==> src/rtl/mete_pkg.sv <==
package mete_pkg;

	// event kinds
	localparam logic [2:0] OP_MIDI       = 3'd0;
	localparam logic [2:0] OP_TEMPO      = 3'd1;
	localparam logic [2:0] OP_LOOP_START = 3'd2;
	localparam logic [2:0] OP_LOOP_END   = 3'd3;
	localparam logic [2:0] OP_TRACK_END  = 3'd4;

	// error codes
	localparam logic [2:0] ERR_NONE       = 3'd0;
	localparam logic [2:0] ERR_TICK_BACK  = 3'd1;
	localparam logic [2:0] ERR_STATUS     = 3'd2;
	localparam logic [2:0] ERR_TEMPO_BIG  = 3'd3;
	localparam logic [2:0] ERR_LOOP_START = 3'd4;
	localparam logic [2:0] ERR_LOOP_END   = 3'd5;
	localparam logic [2:0] ERR_BAD_OP     = 3'd6;

	// status high nibbles
	localparam logic [3:0] KIND_NOTE_ON  = 4'h9;
	localparam logic [3:0] KIND_PROGRAM  = 4'hC;
	localparam logic [3:0] KIND_PRESSURE = 4'hD;

	// meta event bytes
	localparam logic [7:0] META_PREFIX     = 8'hff;
	localparam logic [7:0] META_TEMPO      = 8'h51;
	localparam logic [7:0] META_LOOP_START = 8'h2e;
	localparam logic [7:0] META_LOOP_END   = 8'h2d;
	localparam logic [7:0] META_TRACK_END  = 8'h2f;
	localparam logic [7:0] LOOP_COUNT_INF  = 8'hff;

	localparam int LOOP_NEST_DEPTH_DEF = 16;
	localparam int POS_W = 32;

	typedef struct packed {
		logic [2:0]  op;
		logic [31:0] tick;
		logic [7:0]  status;
		logic [7:0]  data_one;
		logic [7:0]  data_two;
		logic [31:0] note_length;
		logic [31:0] tempo_micros;
		logic [31:0] repeat_count;
	} evt_t;

	typedef struct packed {
		logic [7:0] out_byte;
		logic       last_byte;
		logic [2:0] error_code;
	} trk_t;

	typedef struct packed {
		logic [31:0] a;
		logic [31:0] b;
		logic        sub;
	} alu_req_t;

	typedef struct packed {
		logic [31:0] sum;
		logic        carry;
	} alu_rsp_t;

	typedef struct packed {
		evt_t        req;
		logic [31:0] delta;
		logic [31:0] offset;
		logic [3:0]  idx;
	} fmt_in_t;

	// number of 7-bit groups in a variable-length number
	function automatic logic [2:0] vl_len(input logic [31:0] v);
		logic [2:0] n;
		if (v[31:28] != 4'd0)      n = 3'd5;
		else if (v[27:21] != 7'd0) n = 3'd4;
		else if (v[20:14] != 7'd0) n = 3'd3;
		else if (v[13:7] != 7'd0)  n = 3'd2;
		else                       n = 3'd1;
		return n;
	endfunction

	// group g of a variable-length number, continuation bit on all but group 0
	function automatic logic [7:0] vl_byte(input logic [31:0] v, input logic [2:0] g);
		logic [6:0] grp;
		unique case (g)
			3'd0:    grp = v[6:0];
			3'd1:    grp = v[13:7];
			3'd2:    grp = v[20:14];
			3'd3:    grp = v[27:21];
			3'd4:    grp = {3'd0, v[31:28]};
			default: grp = 7'd0;
		endcase
		return {(g != 3'd0), grp};
	endfunction

endpackage

==> src/rtl/midi_event_track_encoder.sv <==
// Serializes one sequence event per request into MIDI track bytes: the tick
// delta as a variable-length number, then the event body (MIDI message,
// tempo, loop start, loop end or track end), one byte per output request with
// last_byte on the final one. A rejected event gives a single byte of zero
// with last_byte set and its error_code, and leaves all state alone. The
// block takes one event at a time and holds evt_stall high until the event
// has been fully written out. Steps per event: take the request, do the tick
// subtract and checks, then the anchor for loop start, or the anchor and
// the back offset for loop end (both go through the same 32-bit adder, stack
// read from RAM), then the output bytes (3 to 13), one per cycle while the
// output does not stall, and a closing step that advances the write position
// through the adder; a rejected event only writes its error byte and has no
// closing step. The loop stack is a RAM of LOOP_NEST_DEPTH 32-bit entries
// with no clearing; only pushed entries are ever popped.
module midi_event_track_encoder #(
	parameter int LOOP_NEST_DEPTH = mete_pkg::LOOP_NEST_DEPTH_DEF
) (
	input  logic           clk,
	input  logic           arst_n,
	input  logic           evt_valid,
	output logic           evt_stall,
	input  mete_pkg::evt_t evt,
	output logic           trk_valid,
	input  logic           trk_stall,
	output mete_pkg::trk_t trk
);

	localparam int AW = (LOOP_NEST_DEPTH > 1) ? $clog2(LOOP_NEST_DEPTH) : 1;
	localparam int DW = $clog2(LOOP_NEST_DEPTH + 1);
	localparam logic [DW-1:0] DEPTH_FULL = DW'(LOOP_NEST_DEPTH);

	typedef enum logic [6:0] {
		ST_IDLE = 7'b0000001,
		ST_SUB  = 7'b0000010,   // tick - previous tick, checks
		ST_POS  = 7'b0000100,   // loop anchor / offset base
		ST_OFF  = 7'b0001000,   // base - popped anchor
		ST_EMIT = 7'b0010000,   // one byte per free output slot
		ST_ERR  = 7'b0100000,   // single error byte
		ST_WPUP = 7'b1000000    // commit position, tick, depth
	} state_t;

	state_t             state_q;
	mete_pkg::evt_t     req_q;
	logic [31:0]        delta_q;
	logic [31:0]        pos_q;
	logic [31:0]        wp_q;
	logic [31:0]        prev_q;
	logic [DW-1:0]      depth_q;
	logic [2:0]         err_q;
	logic [3:0]         idx_q;
	mete_pkg::trk_t     out_q;
	logic               out_vld_q;

	mete_pkg::alu_req_t alu_rq;
	mete_pkg::alu_rsp_t alu_rs;
	mete_pkg::fmt_in_t  fmt_in;
	logic [7:0]         fmt_byte;
	logic [3:0]         total;
	logic [2:0]         dlen;
	logic [2:0]         err_code;
	logic               slot_free;
	logic               out_fire;
	logic               is_last;
	logic               ram_we;
	logic               ram_re;
	logic [AW-1:0]      ram_waddr;
	logic [AW-1:0]      ram_raddr;
	logic [DW-1:0]      depth_dec;
	logic [31:0]        anchor;

	assign evt_stall = (state_q != ST_IDLE);
	assign trk_valid = out_vld_q;
	assign trk       = out_q;
	assign slot_free = !out_vld_q || !trk_stall;
	// a byte (data or error) goes into the output register this cycle
	assign out_fire  = ((state_q == ST_EMIT) || (state_q == ST_ERR)) && slot_free;

	assign dlen      = mete_pkg::vl_len(delta_q);
	assign depth_dec = depth_q - DW'(1);
	assign is_last   = (idx_q == total - 4'd1);

	// shared adder: one operation per sequencer step
	always_comb begin
		alu_rq = '{a: 32'd0, b: 32'd0, sub: 1'b0};
		unique case (state_q)
			ST_SUB: alu_rq = '{a: req_q.tick, b: prev_q, sub: 1'b1};
			ST_POS: begin
				// loop start anchors at the last delta byte, loop end needs pos + 8
				if (req_q.op == mete_pkg::OP_LOOP_START) begin
					alu_rq = '{a: wp_q, b: {29'd0, dlen - 3'd1}, sub: 1'b0};
				end else begin
					alu_rq = '{a: wp_q, b: {28'd0, {1'b0, dlen} + 4'd8}, sub: 1'b0};
				end
			end
			ST_OFF:  alu_rq = '{a: pos_q, b: anchor, sub: 1'b1};
			ST_WPUP: alu_rq = '{a: wp_q, b: {28'd0, total}, sub: 1'b0};
			default: alu_rq = '{a: 32'd0, b: 32'd0, sub: 1'b0};
		endcase
	end

	mete_alu u_alu (
		.rq (alu_rq),
		.rs (alu_rs)
	);

	assign fmt_in = '{req: req_q, delta: delta_q, offset: pos_q, idx: idx_q};

	mete_fmt u_fmt (
		.fi    (fmt_in),
		.data  (fmt_byte),
		.total (total)
	);

	// backwards tick first, then the check of the event kind
	always_comb begin
		err_code = mete_pkg::ERR_NONE;
		if (!alu_rs.carry) begin
			err_code = mete_pkg::ERR_TICK_BACK;
		end else begin
			unique case (req_q.op)
				mete_pkg::OP_MIDI: begin
					if (!req_q.status[7]) err_code = mete_pkg::ERR_STATUS;
				end
				mete_pkg::OP_TEMPO: begin
					if (req_q.tempo_micros[31:24] != 8'd0) err_code = mete_pkg::ERR_TEMPO_BIG;
				end
				mete_pkg::OP_LOOP_START: begin
					if (depth_q == DEPTH_FULL || req_q.repeat_count[31:16] != 16'd0) begin
						err_code = mete_pkg::ERR_LOOP_START;
					end
				end
				mete_pkg::OP_LOOP_END: begin
					// a zero count means 255 and always fits
					if (depth_q == DW'(0) || req_q.repeat_count[31:8] != 24'd0) begin
						err_code = mete_pkg::ERR_LOOP_END;
					end
				end
				mete_pkg::OP_TRACK_END: err_code = mete_pkg::ERR_NONE;
				default:                err_code = mete_pkg::ERR_BAD_OP;
			endcase
		end
	end

	// loop stack: push while computing the anchor, pop read during the checks
	assign ram_we    = (state_q == ST_POS) && (req_q.op == mete_pkg::OP_LOOP_START);
	assign ram_waddr = depth_q[AW-1:0];
	assign ram_re    = (state_q == ST_SUB) && (req_q.op == mete_pkg::OP_LOOP_END);
	assign ram_raddr = depth_dec[AW-1:0];

	mete_ram #(
		.WIDTH (mete_pkg::POS_W),
		.DEPTH (LOOP_NEST_DEPTH)
	) u_stack (
		.clk   (clk),
		.we    (ram_we),
		.waddr (ram_waddr),
		.wdata (alu_rs.sum),
		.re    (ram_re),
		.raddr (ram_raddr),
		.rdata (anchor)
	);

	always_ff @(posedge clk or negedge arst_n) begin
		if (!arst_n) begin
			state_q   <= ST_IDLE;
			wp_q      <= 32'd0;
			prev_q    <= 32'd0;
			depth_q   <= '0;
			idx_q     <= 4'd0;
			out_vld_q <= 1'b0;
		end else begin
			// new byte loaded, or the held one still waiting
			out_vld_q <= out_fire || (out_vld_q && trk_stall);
			unique case (state_q)
				ST_IDLE: begin
					if (evt_valid) begin
						state_q <= ST_SUB;
						idx_q   <= 4'd0;
					end
				end
				ST_SUB: begin
					if (err_code != mete_pkg::ERR_NONE) begin
						state_q <= ST_ERR;
					end else if (req_q.op == mete_pkg::OP_LOOP_START
					             || req_q.op == mete_pkg::OP_LOOP_END) begin
						state_q <= ST_POS;
					end else begin
						state_q <= ST_EMIT;
					end
				end
				ST_POS: begin
					state_q <= (req_q.op == mete_pkg::OP_LOOP_END) ? ST_OFF : ST_EMIT;
				end
				ST_OFF: state_q <= ST_EMIT;
				ST_EMIT: begin
					if (slot_free) begin
						idx_q <= idx_q + 4'd1;
						if (is_last) begin
							state_q <= ST_WPUP;
						end
					end
				end
				ST_ERR: begin
					if (slot_free) begin
						state_q <= ST_IDLE;
					end
				end
				ST_WPUP: begin
					wp_q    <= alu_rs.sum;
					prev_q  <= req_q.tick;
					if (req_q.op == mete_pkg::OP_LOOP_START) begin
						depth_q <= depth_q + DW'(1);
					end else if (req_q.op == mete_pkg::OP_LOOP_END) begin
						depth_q <= depth_dec;
					end
					state_q <= ST_IDLE;
				end
				default: state_q <= ST_IDLE;
			endcase
		end
	end

	// payload registers
	always_ff @(posedge clk) begin
		if (state_q == ST_IDLE && evt_valid) begin
			req_q <= evt;
		end
		if (state_q == ST_SUB) begin
			delta_q <= alu_rs.sum;
			err_q   <= err_code;
		end
		if (state_q == ST_POS || state_q == ST_OFF) begin
			pos_q <= alu_rs.sum;
		end
		if (state_q == ST_EMIT && slot_free) begin
			out_q <= '{out_byte: fmt_byte, last_byte: is_last, error_code: mete_pkg::ERR_NONE};
		end
		if (state_q == ST_ERR && slot_free) begin
			out_q <= '{out_byte: 8'h00, last_byte: 1'b1, error_code: err_q};
		end
	end

	a_depth_bound: assert property (@(posedge clk) disable iff (!arst_n)
		depth_q <= DEPTH_FULL)
		else $error("loop depth beyond stack size");

	a_push_room: assert property (@(posedge clk) disable iff (!arst_n)
		ram_we |-> depth_q != DEPTH_FULL)
		else $error("push into full loop stack");

	a_err_form: assert property (@(posedge clk) disable iff (!arst_n)
		out_vld_q && out_q.error_code != mete_pkg::ERR_NONE
		|-> out_q.last_byte && out_q.out_byte == 8'h00)
		else $error("error result not a single zero byte");

	a_wp_commit: assert property (@(posedge clk) disable iff (!arst_n)
		state_q == ST_WPUP |=> wp_q == $past(wp_q) + {28'd0, $past(total)})
		else $error("write position not advanced by event length");

endmodule

==> src/rtl/mete_ram.sv <==
module mete_ram #(
	parameter int WIDTH = 32,
	parameter int DEPTH = 16
) (
	input  logic                                     clk,
	input  logic                                     we,
	input  logic [((DEPTH > 1) ? $clog2(DEPTH) : 1)-1:0] waddr,
	input  logic [WIDTH-1:0]                         wdata,
	input  logic                                     re,
	input  logic [((DEPTH > 1) ? $clog2(DEPTH) : 1)-1:0] raddr,
	output logic [WIDTH-1:0]                         rdata
);

	logic [WIDTH-1:0] mem [DEPTH];

	always_ff @(posedge clk) begin
		if (we) begin
			mem[waddr] <= wdata;
		end
		if (re) begin
			rdata <= mem[raddr];
		end
	end

endmodule

==> src/rtl/mete_alu.sv <==
module mete_alu (
	input  mete_pkg::alu_req_t rq,
	output mete_pkg::alu_rsp_t rs
);

	logic [32:0] sum;

	// a + b, or a - b with carry high when no borrow
	assign sum = {1'b0, rq.a} + {1'b0, (rq.sub ? ~rq.b : rq.b)} + {32'd0, rq.sub};
	assign rs.sum   = sum[31:0];
	assign rs.carry = sum[32];

endmodule

==> src/rtl/mete_fmt.sv <==
module mete_fmt (
	input  mete_pkg::fmt_in_t fi,
	output logic [7:0]        data,
	output logic [3:0]        total
);

	logic [2:0] dlen;
	logic [2:0] nlen;
	logic [3:0] kind;
	logic [3:0] blen;
	logic [3:0] j;
	logic [3:0] g4;
	logic [7:0] cnt;

	assign dlen = mete_pkg::vl_len(fi.delta);
	assign nlen = mete_pkg::vl_len(fi.req.note_length);
	assign kind = fi.req.status[7:4];
	assign cnt  = (fi.req.repeat_count == 32'd0) ? mete_pkg::LOOP_COUNT_INF
	                                             : fi.req.repeat_count[7:0];
	assign j     = fi.idx - {1'b0, dlen};
	assign total = {1'b0, dlen} + blen;

	always_comb begin
		unique case (fi.req.op)
			mete_pkg::OP_MIDI: begin
				if (kind == mete_pkg::KIND_PROGRAM || kind == mete_pkg::KIND_PRESSURE) begin
					blen = 4'd2;
				end else if (kind == mete_pkg::KIND_NOTE_ON) begin
					blen = 4'd3 + {1'b0, nlen};
				end else begin
					blen = 4'd3;
				end
			end
			mete_pkg::OP_TEMPO:      blen = 4'd5;
			mete_pkg::OP_LOOP_START: blen = 4'd4;
			mete_pkg::OP_LOOP_END:   blen = 4'd8;
			mete_pkg::OP_TRACK_END:  blen = 4'd2;
			default:                 blen = 4'd0;
		endcase
	end

	always_comb begin
		data = 8'h00;
		g4   = 4'd0;
		if (fi.idx < {1'b0, dlen}) begin
			g4   = {1'b0, dlen} - 4'd1 - fi.idx;
			data = mete_pkg::vl_byte(fi.delta, g4[2:0]);
		end else begin
			unique case (fi.req.op)
				mete_pkg::OP_MIDI: begin
					unique case (j)
						4'd0:    data = fi.req.status;
						4'd1:    data = fi.req.data_one;
						4'd2:    data = fi.req.data_two;
						default: begin
							// note duration, most significant group first
							g4   = {1'b0, nlen} + 4'd2 - j;
							data = mete_pkg::vl_byte(fi.req.note_length, g4[2:0]);
						end
					endcase
				end
				mete_pkg::OP_TEMPO: begin
					unique case (j)
						4'd0:    data = mete_pkg::META_PREFIX;
						4'd1:    data = mete_pkg::META_TEMPO;
						4'd2:    data = fi.req.tempo_micros[23:16];
						4'd3:    data = fi.req.tempo_micros[15:8];
						default: data = fi.req.tempo_micros[7:0];
					endcase
				end
				mete_pkg::OP_LOOP_START: begin
					unique case (j)
						4'd0:    data = mete_pkg::META_PREFIX;
						4'd1:    data = mete_pkg::META_LOOP_START;
						4'd2:    data = fi.req.repeat_count[15:8];
						default: data = fi.req.repeat_count[7:0];
					endcase
				end
				mete_pkg::OP_LOOP_END: begin
					unique case (j)
						4'd0:    data = mete_pkg::META_PREFIX;
						4'd1:    data = mete_pkg::META_LOOP_END;
						4'd2:    data = cnt;
						4'd3:    data = cnt;
						4'd4:    data = fi.offset[31:24];
						4'd5:    data = fi.offset[23:16];
						4'd6:    data = fi.offset[15:8];
						default: data = fi.offset[7:0];
					endcase
				end
				mete_pkg::OP_TRACK_END: begin
					data = (j == 4'd0) ? mete_pkg::META_PREFIX : mete_pkg::META_TRACK_END;
				end
				default: data = 8'h00;
			endcase
		end
	end

endmodule
==> config.mk <==
export PLATFORM = sky130hd
export DESIGN_NAME = midi_event_track_encoder
export DESIGN_NICKNAME = d
export VERILOG_FILES = /design/src/rtl/mete_pkg.sv /design/src/rtl/midi_event_track_encoder.sv /design/src/rtl/mete_ram.sv /design/src/rtl/mete_alu.sv /design/src/rtl/mete_fmt.sv
export SDC_FILE = /design/constraint.sdc
export NUM_CORES = 1
export LEC_CHECK = 0
export BUFFER_PORTS_ARGS = -buffer_cell sky130_fd_sc_hd__buf_2
export CORE_MARGIN = 4
export CORE_UTILIZATION = 50
export CTS_CLUSTER_DIAMETER = 60
export DETAILED_ROUTE_END_ITERATION = 6
export HOLD_SLACK_MARGIN = 0.03
export PLACE_DENSITY_LB_ADDON = 0.3
export RECOVER_POWER = 50
export SLEW_MARGIN = 20
export SYNTH_ARGS = -nofsm -noshare
export SYNTH_HDL_FRONTEND = slang
export SYNTH_SLANG_ARGS = --single-unit
==> constraint.sdc <==
create_clock -name clk -period 8.1 [get_ports clk]
set_input_delay 0.81 -clock clk [delete_from_list [all_inputs] [get_ports clk]]
set_output_delay 0.81 -clock clk [all_outputs]
set_load 0.1 [all_outputs]
==> impl_metrics.toml <==
[status]
run_status = "finished, violations left"
violations = "design-rule violations, max-capacitance violations, max-slew violations"

[cts]
post_cts_buffers = 0
hold_buffers = 0
htreeDepth = 3
clk-insertion-delay-late_ps = 650
root_buffer = "clkbuf_16"
ctsResizeCount = 0
clkTransAtPathRegs_ps = 60
clock_sinks = 859
clockBufferDepth = 3
cts_tree = "built"
cts_made_buffers = 89

[sta]
max_freq_mhz = 142.4
grt_setup_unrepaired = "false"
hold_viol = 0
slew_headroom_pct = -173.9
setup_viol = 0
tightest_slew_ps = 4107
period_minus_slack_ps = 7021
tns_ps = 0
report.final.slew_viol_count = 729
fin_worst_skew_ps = 32.20
fin_crit_sh_pct = 86.68
whs_ps = 339.3

[placement]
post_dp_cell_area_um2 = 38600
place.port_buffers = 172
hpwlAfterDp_mm = 62.03
dp.cells = 3295
gp_congestion = 0.9712

[layout]
drive_gt1_share_pct = 21.35
multi_input_area_um2 = 10630
layout_commonest_cell = "edfxtp_1"
register_area_um2 = 25300
fin_area_um2 = 41430
fillerInstances = 5455
instances_no_fill = 3464
nNetsFinal = 2646
synthToLayoutAreaGrowth_pct = 13.66
layout_common_cells = "edfxtp_1 (769), nand2_1 (203), mux4_2 (172)"

[route]
drt-wirelength-per-cell_um = 28.39
drt_iter0_drc = 2955
wirelength_mm = 98.33
avgViaCountPerCell = 6.324
antenna_left = 0
drtPass1Iterations = 7
vias = 21910
drc = 13

[grt]
antenna_found_initial = 4
track_usage_pct = 25.21
grt_max_degree = 105
grt_pass1_wl_mm = 144.7
grt_pass1_vias = 21590
grt_overflow = 0

[setup_path]
r2r-end = "u_stack.mem[0][27]"
critPathKind = "reg -> reg"
crit_path_start = "state_q[5]"
rr_startpoint = "state_q[5]"
start_kind = "flip-flop"
setup.worst_path.end_class = "flip-flop"
r2r_slack_ps = 1080
required_ps = 8570
crit_path_end = "u_stack.mem[0][27]"
r2r_cells = 18
cp.arrival_ps = 7490
cp_max_fo = 42

[floorplan]
core_area_um2 = 71850
io_pins = 173
die_w_um = 278.0
die-area_um2 = 77280
rows = 98
start_util_pct = 50.72
die_y_um = 278.0

[hold_path]
hp-class = "in -> reg"

[logic_synthesis]
synthFlopType = "edfxtp_1"
yosysUniqueCellTypes = 90
synth-seq-cells = 859
synth_cells = 2236
synth_edf_count = 769
synth_nets = 2445
syn_area_per_cell_um2 = 16.30
ys.warnings.count = 0
ys_async_sr_fraction_pct = 9.430
syn_area_um2 = 36450
seq_area_frac_synth_pct = 69.42

[power]
p_per_area_nw_per_um2 = 269.1
p_leak_nw = 14.50
total_power_mw = 11.15
ir_drop_mv = 0.2020

[flow_run]
drv_cap = 23
-- cell usage after synthesis (5+ instances only) --
library cell | number | area [um2]
a211oi_1 | 5 | 37.54
a21o_1 | 23 | 172.7
a21oi_1 | 65 | 325.3
a222oi_1 | 31 | 310.3
a22o_1 | 30 | 262.8
a22oi_1 | 11 | 82.58
a31oi_1 | 15 | 93.84
and2_1 | 27 | 168.9
and3_1 | 15 | 93.84
buf_1 | 18 | 67.56
clkbuf_1 | 94 | 352.8
dfrtp_1 | 80 | 2002
dfxtp_1 | 9 | 180.2
edfxtp_1 | 769 | 23090
ha_1 | 47 | 588.1
inv_1 | 64 | 240.2
mux2_2 | 19 | 214.0
mux2i_1 | 12 | 120.1
mux4_2 | 172 | 3874
nand2_1 | 203 | 762.0
nand2b_1 | 15 | 93.84
nand3_1 | 33 | 165.2
nand4_1 | 17 | 106.4
nor2_1 | 133 | 499.2
nor2b_1 | 9 | 56.30
nor3_1 | 25 | 125.1
nor3b_1 | 7 | 52.55
nor4_1 | 21 | 131.4
o211ai_1 | 10 | 75.07
o21a_1 | 14 | 105.1
o21ai_0 | 50 | 250.2
o21bai_1 | 8 | 60.06
o221ai_1 | 18 | 157.7
o22ai_1 | 8 | 50.05
o31ai_1 | 11 | 82.58
or3_1 | 10 | 62.56
xnor2_1 | 34 | 297.8
xor2_1 | 13 | 113.9
-- kinds of logic (layout without fill, tap and decap cells) --
family | after synthesis | count (layout) | share of synthesized area, %
compound gates | 363 | 363 | 7.343
buf+inv | 178 | 453 | 1.833
flops | 859 | 859 | 69.42
simple gates | 535 | 535 | 6.910
xor+xnor | 48 | 48 | 1.174
mux | 203 | 203 | 11.54
other cells | 0 | 3 | 0
fa+ha+maj | 50 | 50 | 1.778
-- per-stage QoR --
stage	setup WS [ps]	util, %
5_1_grt	792.4	57.65
2_1_floorplan	2378	-
6_report	1079	57.65
3_5_place_dp	1222	53.73
4_1_cts	1191	57.79
3_3_place_gp	1385	53.69
-- how the worst min path moves through the flow --
| stage | from | to | cells after the start |
|---|---|---|---|
| after global placement | prev_q[15] | prev_q[15] | 2 |
| after global routing | evt[59] | fmt_in[127] | 1 |
| after detailed placement | prev_q[11] | prev_q[11] | 2 |
| after floorplan | fmt_in[198] | prev_q[10] | 2 |
| after CTS | arst_n | wp_q[6] | 1 |
| final | evt[132] | fmt_in[200] | 1 |
-- registers in the layout, summed over array words and instances, names as in the netlist --
register       cells
trk               12
depth_q            5
prev_q            32
trk_valid          1
u_stack.mem      512
u_stack.rdata     32
err_q              3
wp_q              32
delta_q           32
fmt_in           155
pos_q             32
idx_q              4
state_q            7
-- power breakdown --
| part | internal (mW) | total [mW] | switching (mW) |
|---|---|---|---|
| Clock | 2.36 | 4.06 | 1.70 |
| Combinational | 0.389 | 1.47 | 1.08 |
| Sequential | 5.47 | 5.62 | 0.151 |
| Total | 8.21 | 11.1 | 2.93 |
-- worst max-delay path, cell delays in order, from the launching register on --
cell      delay (ps)
dfrtp_1          440
or3_1            460
nor3_1           280
nand2_1          200
clkinv_2         290
clkbuf_1        1660
a222oi_1         260
inv_1            150
ha_1             330
a21o_1           200
a21o_1           170
a21oi_1          260
o221ai_1         230
nor3b_1          330
o31ai_2          220
nand4_1          200
a21oi_1          110
nor2_1           720
buf_4            320
-- area by class of cell --
type / instances / area share [%]
inverters: 66 / 0.6010
flip-flops and latches: 859 / 61.07
clock buffers: 116 / 5.872
diodes: 3 / 0.01812
repair buffers: 222 / 2.733
well taps: 950 / 2.869
multi-input cells: 1199 / 25.65
clock inverters: 49 / 1.181
-- routing by layer --
layer	up-vias	GRT usage (%)	wire (um)
li1	9320	-	-
met1	11210	35.09	39040
met2	1168	40.49	47150
met3	205	3.825	7979
met4	2	10.33	4147
met5	-	0	13
Power figures use the tool's default switching activity.
